## config.mk

```make
export PLATFORM = sky130hd
export DESIGN_NAME = median_adc_position_follower
export DESIGN_NICKNAME = d
export VERILOG_FILES = /design/src/design/mapf_pkg.sv /design/src/design/median_adc_position_follower.sv /design/src/design/mapf_median.sv /design/src/design/mapf_scale.sv /design/src/design/mapf_track.sv
export VERILOG_INCLUDE_DIRS = /design/src /design/src/design
export SDC_FILE = /design/constraint.sdc
export NUM_CORES = 2
export LEC_CHECK = 0
export ABC_AREA = 1
export BUFFER_PORTS_ARGS = -buffer_cell sky130_fd_sc_hd__clkbuf_2
export CAP_MARGIN = 10
export CORE_MARGIN = 2
export CORE_UTILIZATION = 50
export DETAILED_ROUTE_END_ITERATION = 6
export PLACE_DENSITY = 0.67
export SLEW_MARGIN = 25
export SYNTH_ARGS = -nofsm -noshare
export SYNTH_HDL_FRONTEND = slang
export SYNTH_SLANG_ARGS = --single-unit
```

## constraint.sdc

```tcl
create_clock -name i_clk -period 20.4 [get_ports i_clk]
set_input_delay 1.02 -clock i_clk [delete_from_list [all_inputs] [get_ports i_clk]]
set_output_delay 1.02 -clock i_clk [all_outputs]
set_load 0.01 [all_outputs]
```

## src/design/assert_macros.svh

```systemverilog
// Assertion helpers shared by the RTL. Each use expands to one labeled
// concurrent assertion that is switched off while reset is asserted.
`ifndef ASSERT_MACROS_SVH
`define ASSERT_MACROS_SVH

// The consequent must hold in the same cycle as the antecedent.
`define ASSERT_IMPLIES(label, clk, rst_n, cond, expr, msg) \
    label: assert property (@(posedge clk) disable iff (!rst_n) (cond) |-> (expr)) \
        else $error(msg);

// The consequent must hold in the cycle after the antecedent.
`define ASSERT_NEXT(label, clk, rst_n, cond, expr, msg) \
    label: assert property (@(posedge clk) disable iff (!rst_n) (cond) |=> (expr)) \
        else $error(msg);

`endif

```

## src/design/mapf_pkg.sv

```systemverilog
package mapf_pkg;

    localparam int SAMPLE_W   = 12;
    localparam int RANGE_W    = 16;
    localparam int POS_W      = 16;
    localparam int ERR_W      = 17;
    localparam int STEP_W     = 4;
    localparam int CFG_IDX_W  = 4;
    localparam int CFG_DATA_W = 16;

    // Full scale is 2**DIV_SHIFT - 1, which the scaler uses for its division.
    localparam int FULL_SCALE = 4095;
    localparam int DIV_SHIFT  = 12;
    localparam int DEADBAND   = 5;
    localparam int MAX_STEPS  = 10;

    localparam logic [RANGE_W-1:0] RANGE_RESET = 16'd6400;

    localparam logic OP_SAMPLE = 1'b0;
    localparam logic OP_CLEAR  = 1'b1;

    localparam logic [CFG_IDX_W-1:0] REG_ENABLE = 4'd0;
    localparam logic [CFG_IDX_W-1:0] REG_RANGE  = 4'd1;

    // What a word does once it reaches the tracking stage.
    typedef enum logic [1:0] {
        KIND_CLEAR,
        KIND_HOLD,
        KIND_TRACK
    } t_kind;

    typedef struct packed {
        t_kind                kind;
        logic [SAMPLE_W-1:0]  median;
    } t_tag;

endpackage

```

## src/design/median_adc_position_follower.sv

```systemverilog
// Median-filtered converter position follower. Every input word carries an
// opcode and a 12-bit converter sample. While enabled, a sample word is
// written into a WINDOW-entry ring, the upper median of the entries written
// so far is mapped onto a target of minus to plus half the travel range, and
// when the target is more than five steps away from the tracked position the
// block issues up to ten steps toward it. A clear word zeroes the tracked
// position, and a sample word that arrives while disabled changes nothing.
// Every input word gives exactly one result word. The block accepts one word
// per clock while the output side is not stalled and holds up to five words
// in flight. The stages are the input register, the rank-compare median with
// the ring update, the scaling multiply, the division by full scale, and the
// tracking stage whose position loop sets the sustained rate.
// Configuration writes take effect at once and are meant for a quiet block.

`include "assert_macros.svh"

module median_adc_position_follower #(
    parameter int WINDOW = 8
) (
    input  logic                                 i_clk,
    input  logic                                 i_rst_n,

    input  logic                                 i_in_valid,
    output logic                                 o_in_ready,
    input  logic                                 i_opcode,
    input  logic [mapf_pkg::SAMPLE_W-1:0]        i_sample,

    output logic                                 o_out_valid,
    input  logic                                 i_out_ready,
    output logic [mapf_pkg::SAMPLE_W-1:0]        o_median_value,
    output logic signed [mapf_pkg::POS_W-1:0]    o_target_position,
    output logic signed [mapf_pkg::ERR_W-1:0]    o_tracking_error,
    output logic [mapf_pkg::STEP_W-1:0]          o_step_count,
    output logic                                 o_step_direction,
    output logic signed [mapf_pkg::POS_W-1:0]    o_tracked_position,

    input  logic                                 i_cfg_valid,
    output logic                                 o_cfg_ready,
    input  logic [mapf_pkg::CFG_IDX_W-1:0]       i_cfg_index,
    input  logic [mapf_pkg::CFG_DATA_W-1:0]      i_cfg_data
);
    import mapf_pkg::*;

    // Configuration registers.
    logic               r_enable;
    logic [RANGE_W-1:0] r_range;

    // Input register; the sample payload needs no reset.
    logic                r_in_op;
    logic [SAMPLE_W-1:0] r_in_sample;

    // One valid bit per stage: input, median, product, target, output.
    logic r_v0, r_v1, r_v2, r_v3, r_v4;
    logic rdy0, rdy1, rdy2, rdy3, rdy4;
    logic in_acc, out_acc, cfg_acc;
    logic mv01, mv12, mv23, mv34;

    t_tag                    med_tag, tgt_tag;
    logic signed [POS_W-1:0] tgt_value;

    // A stage can take a new word when it is empty or when its own word moves
    // on in the same cycle, so bubbles close up behind a stalled output.
    assign rdy4 = !r_v4 || i_out_ready;
    assign rdy3 = !r_v3 || rdy4;
    assign rdy2 = !r_v2 || rdy3;
    assign rdy1 = !r_v1 || rdy2;
    assign rdy0 = !r_v0 || rdy1;

    assign mv01 = r_v0 && rdy1;
    assign mv12 = r_v1 && rdy2;
    assign mv23 = r_v2 && rdy3;
    assign mv34 = r_v3 && rdy4;

    assign o_in_ready  = rdy0;
    assign o_out_valid = r_v4;
    assign o_cfg_ready = 1'b1;

    assign in_acc  = i_in_valid && rdy0;
    assign out_acc = r_v4 && i_out_ready;
    assign cfg_acc = i_cfg_valid && o_cfg_ready;

    always_ff @(posedge i_clk) begin
        if (!i_rst_n) begin
            r_v0 <= 1'b0;
            r_v1 <= 1'b0;
            r_v2 <= 1'b0;
            r_v3 <= 1'b0;
            r_v4 <= 1'b0;
        end else begin
            r_v0 <= (r_v0 && !mv01) || in_acc;
            r_v1 <= (r_v1 && !mv12) || mv01;
            r_v2 <= (r_v2 && !mv23) || mv12;
            r_v3 <= (r_v3 && !mv34) || mv23;
            r_v4 <= (r_v4 && !out_acc) || mv34;
        end
    end

    always_ff @(posedge i_clk) begin
        if (in_acc) begin
            r_in_op     <= i_opcode;
            r_in_sample <= i_sample;
        end
    end

    // Writes to an index outside the register list are ignored.
    always_ff @(posedge i_clk) begin
        if (!i_rst_n) begin
            r_enable <= 1'b0;
            r_range  <= RANGE_RESET;
        end else if (cfg_acc) begin
            unique case (i_cfg_index)
                REG_ENABLE: r_enable <= i_cfg_data[0];
                REG_RANGE:  r_range  <= i_cfg_data[RANGE_W-1:0];
                default:    r_enable <= r_enable;
            endcase
        end
    end

    // The ring is written, and the word classified, as it leaves the input
    // register, so the next word already sees the updated ring.
    mapf_median #(
        .WINDOW (WINDOW)
    ) u_median (
        .i_clk    (i_clk),
        .i_rst_n  (i_rst_n),
        .i_load   (mv01),
        .i_opcode (r_in_op),
        .i_sample (r_in_sample),
        .i_enable (r_enable),
        .o_tag    (med_tag)
    );

    mapf_scale u_scale (
        .i_clk     (i_clk),
        .i_ld_prod (mv12),
        .i_ld_tgt  (mv23),
        .i_tag     (med_tag),
        .i_range   (r_range),
        .o_tag     (tgt_tag),
        .o_target  (tgt_value)
    );

    // The tracked position is updated only here, in word order.
    mapf_track u_track (
        .i_clk              (i_clk),
        .i_rst_n            (i_rst_n),
        .i_load             (mv34),
        .i_tag              (tgt_tag),
        .i_target           (tgt_value),
        .o_median_value     (o_median_value),
        .o_target_position  (o_target_position),
        .o_tracking_error   (o_tracking_error),
        .o_step_count       (o_step_count),
        .o_step_direction   (o_step_direction),
        .o_tracked_position (o_tracked_position)
    );

    // A result never asks for more steps than one word may issue.
    `ASSERT_IMPLIES(a_step_limit, i_clk, i_rst_n, o_out_valid,
        o_step_count <= STEP_W'(MAX_STEPS), "step count above limit")

    // Steps are issued only for an error outside the deadband.
    `ASSERT_IMPLIES(a_deadband, i_clk, i_rst_n, o_out_valid && (o_step_count != '0),
        (o_tracking_error > 17'sd5) || (o_tracking_error < -17'sd5),
        "steps issued inside the deadband")

    // Stepping goes toward the target.
    `ASSERT_IMPLIES(a_direction, i_clk, i_rst_n, o_out_valid && (o_step_count != '0),
        o_step_direction == (o_tracking_error > 17'sd0), "step direction wrong")

    // A word handed to the tracking stage shows up as a result next cycle.
    `ASSERT_NEXT(a_delivery, i_clk, i_rst_n, mv34, o_out_valid,
        "tracked word lost before the output")

endmodule

```

## src/design/mapf_median.sv

```systemverilog
module mapf_median #(
    parameter int WINDOW = 8
) (
    input  logic                          i_clk,
    input  logic                          i_rst_n,
    input  logic                          i_load,
    input  logic                          i_opcode,
    input  logic [mapf_pkg::SAMPLE_W-1:0] i_sample,
    input  logic                          i_enable,
    output mapf_pkg::t_tag                o_tag
);
    import mapf_pkg::*;

    localparam int SLOT_W = $clog2(WINDOW);
    localparam int CNT_W  = $clog2(WINDOW + 1);
    localparam logic [SLOT_W-1:0] LAST_SLOT = SLOT_W'(WINDOW - 1);

    logic [SAMPLE_W-1:0] r_ring [WINDOW];
    logic [SLOT_W-1:0]   r_slot, n_slot;
    logic                r_full, n_full;
    t_tag                r_tag, n_tag;

    logic                store;
    logic [SAMPLE_W-1:0] entry [WINDOW];
    logic [CNT_W-1:0]    cnt;
    logic [WINDOW-1:0]   live;
    logic [WINDOW-1:0]   below [WINDOW];
    logic [WINDOW-1:0]   hit;
    logic [SAMPLE_W-1:0] med;

    // The median is ranked over the ring as it stands after this sample.
    always_comb begin
        store = (i_opcode == OP_SAMPLE) && i_enable;
        cnt   = r_full ? CNT_W'(WINDOW) : (CNT_W'(r_slot) + CNT_W'(store));
        for (int i = 0; i < WINDOW; i++) begin
            entry[i] = (store && (r_slot == SLOT_W'(i))) ? i_sample : r_ring[i];
            live[i]  = CNT_W'(i) < cnt;
        end
        // Equal values are ordered by slot so that every rank is unique.
        for (int i = 0; i < WINDOW; i++) begin
            for (int j = 0; j < WINDOW; j++) begin
                below[i][j] = live[j] && ((entry[j] < entry[i]) ||
                              ((entry[j] == entry[i]) && (j < i)));
            end
            hit[i] = live[i] && (CNT_W'($countones(below[i])) == (cnt >> 1));
        end
        med = '0;
        for (int i = 0; i < WINDOW; i++) begin
            if (hit[i]) begin
                med = med | entry[i];
            end
        end
    end

    always_comb begin
        n_slot = r_slot;
        n_full = r_full;
        if (store) begin
            n_slot = (r_slot == LAST_SLOT) ? '0 : r_slot + SLOT_W'(1);
            n_full = r_full || (r_slot == LAST_SLOT);
        end
        if (i_opcode == OP_CLEAR) begin
            n_tag.kind = KIND_CLEAR;
        end else if (i_enable) begin
            n_tag.kind = KIND_TRACK;
        end else begin
            n_tag.kind = KIND_HOLD;
        end
        n_tag.median = med;
    end

    always_ff @(posedge i_clk) begin
        if (!i_rst_n) begin
            r_slot <= '0;
            r_full <= 1'b0;
        end else if (i_load) begin
            r_slot <= n_slot;
            r_full <= n_full;
        end
    end

    always_ff @(posedge i_clk) begin
        if (i_load) begin
            r_tag <= n_tag;
            if (store) begin
                r_ring[r_slot] <= i_sample;
            end
        end
    end

    assign o_tag = r_tag;

endmodule

```

## src/design/mapf_scale.sv

```systemverilog
module mapf_scale (
    input  logic                          i_clk,
    input  logic                          i_ld_prod,
    input  logic                          i_ld_tgt,
    input  mapf_pkg::t_tag                i_tag,
    input  logic [mapf_pkg::RANGE_W-1:0]  i_range,
    output mapf_pkg::t_tag                o_tag,
    output logic signed [mapf_pkg::POS_W-1:0] o_target
);
    import mapf_pkg::*;

    localparam int PROD_W = SAMPLE_W + RANGE_W;
    localparam int SUM_W  = PROD_W + 1;
    localparam int Q_W    = SUM_W - DIV_SHIFT;
    localparam int R_W    = PROD_W + 2;

    logic [RANGE_W-2:0] half;
    logic [RANGE_W-1:0] span;

    t_tag               r_prod_tag;
    logic [PROD_W-1:0]  r_prod, n_prod;
    t_tag               r_tgt_tag;
    logic signed [POS_W-1:0] r_target, n_target;

    logic [SUM_W-1:0]   approx;
    logic [Q_W-1:0]     q_est, quot;
    logic [R_W-1:0]     rem;
    logic [Q_W-1:0]     diff;

    assign half = i_range[RANGE_W-1:1];
    assign span = {half, 1'b0};

    assign n_prod = PROD_W'(i_tag.median) * PROD_W'(span);

    // Division by 2**12 - 1: the geometric series gives a quotient that is at
    // most one short, and the remainder check adds the missing one.
    always_comb begin
        approx = SUM_W'(r_prod) + SUM_W'(r_prod >> DIV_SHIFT)
               + SUM_W'(r_prod >> (2 * DIV_SHIFT));
        q_est  = Q_W'(approx >> DIV_SHIFT);
        rem    = R_W'(r_prod) + R_W'(q_est) - (R_W'(q_est) << DIV_SHIFT);
        quot   = (rem >= R_W'(FULL_SCALE)) ? q_est + Q_W'(1) : q_est;
        diff   = quot - Q_W'(half);
        n_target = (r_prod_tag.kind == KIND_TRACK) ? $signed(diff[POS_W-1:0]) : '0;
    end

    always_ff @(posedge i_clk) begin
        if (i_ld_prod) begin
            r_prod_tag <= i_tag;
            r_prod     <= n_prod;
        end
        if (i_ld_tgt) begin
            r_tgt_tag <= r_prod_tag;
            r_target  <= n_target;
        end
    end

    assign o_tag    = r_tgt_tag;
    assign o_target = r_target;

endmodule

```

## src/design/mapf_track.sv

```systemverilog
module mapf_track (
    input  logic                               i_clk,
    input  logic                               i_rst_n,
    input  logic                               i_load,
    input  mapf_pkg::t_tag                     i_tag,
    input  logic signed [mapf_pkg::POS_W-1:0]  i_target,
    output logic [mapf_pkg::SAMPLE_W-1:0]      o_median_value,
    output logic signed [mapf_pkg::POS_W-1:0]  o_target_position,
    output logic signed [mapf_pkg::ERR_W-1:0]  o_tracking_error,
    output logic [mapf_pkg::STEP_W-1:0]        o_step_count,
    output logic                               o_step_direction,
    output logic signed [mapf_pkg::POS_W-1:0]  o_tracked_position
);
    import mapf_pkg::*;

    logic signed [POS_W-1:0] r_pos, n_pos;
    logic [SAMPLE_W-1:0]     r_median;
    logic signed [POS_W-1:0] r_target, n_target;
    logic signed [ERR_W-1:0] r_err, n_err;
    logic [STEP_W-1:0]       r_steps, n_steps;
    logic                    r_dir, n_dir;

    logic signed [ERR_W-1:0] err;
    logic [ERR_W-1:0]        mag;
    logic                    beyond;
    logic [STEP_W-1:0]       steps;

    always_comb begin
        err    = ERR_W'(i_target) - ERR_W'(r_pos);
        mag    = err[ERR_W-1] ? ERR_W'(-err) : ERR_W'(err);
        beyond = mag > ERR_W'(DEADBAND);
        steps  = (mag > ERR_W'(MAX_STEPS)) ? STEP_W'(MAX_STEPS) : mag[STEP_W-1:0];

        n_target = '0;
        n_err    = '0;
        n_steps  = '0;
        n_dir    = 1'b0;
        n_pos    = r_pos;
        case (i_tag.kind)
            KIND_CLEAR: begin
                n_pos = '0;
            end
            KIND_TRACK: begin
                n_target = i_target;
                n_err    = err;
                if (beyond) begin
                    n_steps = steps;
                    n_dir   = !err[ERR_W-1];
                    n_pos   = err[ERR_W-1] ? r_pos - POS_W'(steps) : r_pos + POS_W'(steps);
                end
            end
            default: begin
                n_pos = r_pos;
            end
        endcase
    end

    always_ff @(posedge i_clk) begin
        if (!i_rst_n) begin
            r_pos <= '0;
        end else if (i_load) begin
            r_pos <= n_pos;
        end
    end

    always_ff @(posedge i_clk) begin
        if (i_load) begin
            r_median <= i_tag.median;
            r_target <= n_target;
            r_err    <= n_err;
            r_steps  <= n_steps;
            r_dir    <= n_dir;
        end
    end

    assign o_median_value     = r_median;
    assign o_target_position  = r_target;
    assign o_tracking_error   = r_err;
    assign o_step_count       = r_steps;
    assign o_step_direction   = r_dir;
    assign o_tracked_position = r_pos;

endmodule

```

Word level (Yosys, flattened, before mapping)
Memory sizes are Yosys's and may differ from the RTL's.
Index checks and enable logic that the tools add are counted.
Operators by class
  multipliers: 1
  $lt $le $gt $ge: 75
  div/mod/pow operators: 0
  shift operators: 0
  mux-type cells: 28
  add/sub/neg operators: 68
  reduce and logical (&&, ||, !) cells: 151
  eq/ne operators: 47
  bitwise logic cells: 8
Operators by type and width (number)
  $lt 12x12->1: 64
  $eq 12x12->1: 28
  $mux 12: 16
  $logic_and 1x1->1: 92
  $add 4x4->4: 21
  $or 12x12->12: 7
  $add 1x1->2: 32
  $mux 16: 3
  $logic_or 1x1->1: 39
  $eq 4x3->1: 8
  $pmux 16 s2: 1
  $ge 30x12->1 const B: 1
  $sub 29x29->30: 1
  $add 28x16->29: 1
  $add 28x17->29: 1
  $add 29x4->29: 1
  $mul 12x15->27: 1
  $gt 17x3->1 const B: 1
  $gt 17x4->1 const B: 1
  $mux 17: 1
  $neg 17->17: 1
  $sub 16x16->17: 1
  $add 16x1->16 const B: 1
  $add 16x4->16: 1
  other kinds (27): 54
Storage, ports and cells
  logic and storage cells: 404
  bits in read-only memories: 0
  output and inout bits: 69
  latch bits: 0
  RAM bits: 96
  bits of input ports: 38
  register bits: 190
  memories kept: 1
Memories
  u_median.r_ring: words 8, width 12, rd ports 8, clocked after Yosys merged registers in 0, wr ports 1, line mapf_median.sv:18  | logic [SAMPLE_W-1:0] r_ring [WINDOW];

Longest topological paths before layout
  word-level depth: 26
  depth in mapped cells: 53
  mapped depth without buffers: 53

By module
From an unflattened synthesis, not the netlist that was laid out.
Second synthesis, totals
  cell total of the unflattened synthesis: 4695
  area total of the unflattened synthesis: 34936.0 µm²
Modules (own cells, without submodules)
  mapf_median: area an instance 15517.4 µm², instances 1, seq. area each 3383.2 µm², cells each 2056
  mapf_scale: area an instance 13005.0 µm², instances 1, seq. area each 2132.0 µm², cells each 1788
  mapf_track: area an instance 5106.1 µm², instances 1, seq. area each 1821.7 µm², cells each 727
  median_adc_position_follower: area an instance 1307.5 µm², instances 1, seq. area each 830.8 µm², cells each 124

Worst setup path after synthesis
Ideal clock, no wire load.
  path kind: register to register
  from: reg u_scale.r_prod[21]
  to: reg u_scale.r_target[13] (netlist: u_scale.o_target[13]) (data pin)
  required time: 20.147 ns
  stages on the path, launching flop included: 50
  buffers on the path: 1
  period minus slack after synthesis: 7.052 ns
  setup time: 0.253 ns
  arrival time: 6.799 ns
  setup slack: 13.348 ns
  cells stage by stage: edfxtp_1 -> ha_1 -> ha_1 -> a21o_1 -> a21boi_0 -> nor3_1 -> nor2_1 -> nand2_1 -> a21oi_1 -> inv_1 -> nand3_1 -> inv_1 -> nand2_1 -> nor2_1 -> ha_1 -> inv_1 -> fa_1 -> inv_1 -> (+14 left out) -> clkbuf_1 -> o21ai_0 -> inv_1 -> ha_1 -> a21oi_1 -> nand2_1 -> nand2_1 -> nand2_1 -> a21oi_1 -> nor2_1 -> nor2_1 -> o21bai_1 -> a21boi_0 -> o21ai_0 -> a31oi_1 -> nand2_1 -> nand2_1 -> nor2_1
On the way
  longest elaborated chain between the ends: 7
  elaborated cells on any way between the ends: 8
  those cells by class: 6 x add/sub; 1 x order compare; 1 x mux
Ends and longest elaborated chain
  start, declared: line mapf_scale.sv:21  | logic [PROD_W-1:0] r_prod, n_prod;
  start signal, assigned: line mapf_scale.sv:50  | r_prod <= n_prod;
  $add 28x16->29: line mapf_scale.sv:38  | approx = SUM_W'(r_prod) + SUM_W'(r_prod >> DIV_SHIFT)
  $add 29x4->29: line mapf_scale.sv:39  | + SUM_W'(r_prod >> (2 * DIV_SHIFT));
  $add 28x17->29: line mapf_scale.sv:41  | rem = R_W'(r_prod) + R_W'(q_est) - (R_W'(q_est) << DIV_SHIFT);
  $sub 29x29->30: line mapf_scale.sv:41
  $ge 30x12->1: line mapf_scale.sv:42  | quot = (rem >= R_W'(FULL_SCALE)) ? q_est + Q_W'(1) : q_est;
  $mux 16 (*): line mapf_scale.sv:42
  $sub 16x15->16 (*): line mapf_scale.sv:43  | diff = quot - Q_W'(half);
  end signal, assigned: line mapf_scale.sv:54  | r_target <= n_target;
  end, declared: line mapf_scale.sv:23  | logic signed [POS_W-1:0] r_target, n_target;
Every way passes the cells marked *; elsewhere a longest branch is shown, timed or not.
A chain may end at the register's enable or synchronous reset.

Worst setup path in the final report
Ends and elaborated chain as after synthesis.

==> out/qor.txt <==
Yosys top cell by area: edfxtp_1
Die Wd: 262 um
Antenna violation net count after detailed routing: 0
Top cells by area, synth: edfxtp_1, ha_1, fa_1
ANT cells: 0
Syn-to-layout area delta: 8.89%
Largest family of logic cells by synthesized area: adder cells
Hold path start: u_median.o_tag[12]
Commonest cells post-synth: nand2_1, inv_1, ha_1
Nets: 5,142
Post-synthesis cell count: 4,226
Post-synth cell types: 56
Initial antenna violation count: 1
Row Count: 94
CTS resizes: 0
Syn_nets: 5,009
Worst path required time: 20.72 ns
Post-layout min period: 8.61 ns
Pleak: 18.8 nW
Top delay family on crit path: simple AND/OR/NAND/NOR gates
WS Path Type: flip-flop to flip-flop
Largest stage delay on the critical path: 0.59 ns
Actual slew at the worst max-slew pin: 1.07 ns
Final Hold Vio Count: 0
DRT Pass-1 Iters: 6
Worst r2r dst: u_scale.o_target[13]
Share of cells above drive strength 1: 6.78%
Worst VDD drop: 0.0614 mV
Async set-reset flop share out of synthesis: 0%
Overflow after GRT: 0
CTS tree: yes
First-pass GRT wire length: 159,000 um
Max Freq: 116 MHz
Fillers: 6,288
Unrepaired setup endpoints after global routing: no
YS warnings: 0
Inserted Clock Buffers: 35
Post-Route WL: 102,000 um
Clk sinks: 285
Post-synthesis compound-gate area fraction: 12.6%
Sequential area share after synthesis: 24.4%
Worst-path maximum fanout: 26
EDFF count, synth: 244
Vias in the first global route: 27,550
Clk buf depth: 3
# IOs: 107
Synth Area in Simple Gates: 18.8%
Synth top area share: 22.0%
Slew margin rel.: 27.1%
CP bufs+invs: 7
Post-detail-place hpwl: 81,900 um
Worst path depth: 49
Hold Path Depth: 0
Count leader, synth: nand2_1
Vias/cell: 5.56
#FFs+latches synth: 285
Hold Path Class: flip-flop to flip-flop
Mux contribution to synthesized area: 0.364%
Most frequent cell on the critical path: nand2_1
CTS clock-pin slew for the worst setup and hold paths: 0.06 ns
Status: completed
Worst hold endpoint: u_scale.r_prod_tag[12]
Syn_area_per_cell: 7.89 sq um
Xor-xnor portion of the synthesized cell area: 2.31%
Crit end category: flip-flop
# setup viols final: 0
Final slew viol count: 0
Via count: 29,150
R2R setup slack: 11.79 ns
CTS H-tree lvls: 2
Routed WL per cell: 19.5 um
Worst clock skew: 0.0347 ns
GPL Wtd Cong: 1.00
Worst path arrival time: 8.93 ns
Largest net degree at the start of global routing: 38
Crit share post-route: 42.2%
Die footprint: 68,800 sq um
Clk root buf: clkbuf_16
Post-synthesis adder-cell area fraction: 31.7%
Post-CTS Hold Fix Bufs: 0
First DRT Iteration DRCs: 2,647
DIE HEIGHT: 262 um
Fin Setup TNS: 0 ns
Number of buffers added on ports: 105
Initial Utilization: 50.6%
Startpoint types: flip-flop
All-Layer GR Usage: 29.4%
Core area: 65,900 sq um
Setup bufs post-CTS: 0
Pwr dens: 52.6 nW/um^2
Max cap viols: 0
Worst r2r src: u_scale.r_prod[21]
Reg2Reg Depth: 49
Crit-path slowest cell: nand3_1
DRC viols: 0
Clk_lat worst skew: 0.56 ns
Synthesized area: 33,400 sq um
Final Util: 55.1%
Ys flop type: edfxtp_1
Hold WS: 0.419 ns
[cell usage in the layout, fill, tap and decap left out, types with 25 or more instances in the layout]
cell,netlist,layout
o21ai_1,11,26
nor3_1,57,56
xnor2_1,35,34
nand2_1,823,823
inv_1,777,776
clkbuf_16,0,35
o21ai_0,236,220
nand4_1,62,62
dfxtp_1,41,41
ha_1,579,579
nand3_1,156,156
xor2_1,53,53
o21a_1,25,25
nor2_1,303,301
a21oi_1,361,361
edfxtp_1,244,244
buf_4,3,70
fa_1,166,166
clkbuf_2,0,105
[routing by layer]
metal  wire length, um  vias up  GRT usage, %  share of wire [%]
met5                12        -             0              0.012
met4              3890        2          9.95                3.8
met3              8020      229          3.90                7.8
met2             43900     1141          45.5                 43
met1             46600    13452          42.3                 45
li1                  -    14326             -                  -
[cells by family after synthesis]
kind of cell | Yosys count
buf+inv | 865
compound gates | 755
xor+xnor | 88
fa+ha+maj | 745
flops | 285
simple gates | 1475
mux | 12
other cells | 1
[worst register-to-register path, delay by kind of cell, from the launching register on]
kind	cells	cell delay [ns]
DFF	1	0.49
and+or+nand+nor	26	2.85
adders and majority gates	6	2.15
buffers and inverters	7	0.82
AOI/OAI and AO/OA	10	2.03
[flip-flops by register name, indices dropped and copies added (netlist names), 15 cells and up]
signal	flops
u_median.r_ring	96
u_scale.r_prod	27
u_track.o_tracking_error	17
u_scale.o_target	16
u_track.o_target_position	16
u_track.o_tracked_position	16
r_range	15
[power by group]
part           switching [W]  total (W)  internal [W]  leakage, nW
clock               0.000262   0.000639      0.000376        0.563
combinational       0.000386   0.000597      0.000212         15.7
sequential         0.0000228   0.000674      0.000651         2.57
total               0.000670    0.00191       0.00124         18.8
[how the worst max path moves through the flow]
| stage | startpoint | end | slack (ns) |
|---|---|---|---|
| floorplan | u_scale.r_prod[21] | u_scale.o_target[13] | 13.35 |
| global placement | u_scale.r_prod[21] | u_scale.o_target[13] | 12.11 |
| detailed placement | u_scale.r_prod[21] | u_scale.o_target[13] | 11.94 |
| CTS | u_scale.r_prod[21] | u_scale.o_target[13] | 11.92 |
| global route | u_scale.r_prod[23] | u_scale.o_target[13] | 10.66 |
| finish | u_scale.r_prod[21] | u_scale.o_target[13] | 11.79 |
[per-stage QoR]
step | setup slack [ns] | power, W | std cells | area (sq um)
floorplan | 13.35 | 0.00112 | 4226 | 33400
global placement | 12.11 | 0.00128 | 5186 | 35200
detailed placement | 11.94 | 0.00128 | 5186 | 35200
CTS | 11.92 | 0.00192 | 5247 | 36300
global route | 10.66 | 0.00203 | 5247 | 36300
finish | 11.79 | 0.00191 | 5247 | 36300
[final cells by class]
cell class / instances / area (sq um) / area share [%]
inverter: 786 / 2950 / 8.12
tap: 864 / 1080 / 2.98
multi-input combinational: 3076 / 21900 / 60.4
clock inverter: 18 / 220 / 0.606
timing repair buffer: 175 / 1050 / 2.89
clock buffer: 43 / 926 / 2.55
sequential: 285 / 8150 / 22.4
No activity file was read; power rests on OpenSTA's default activity.
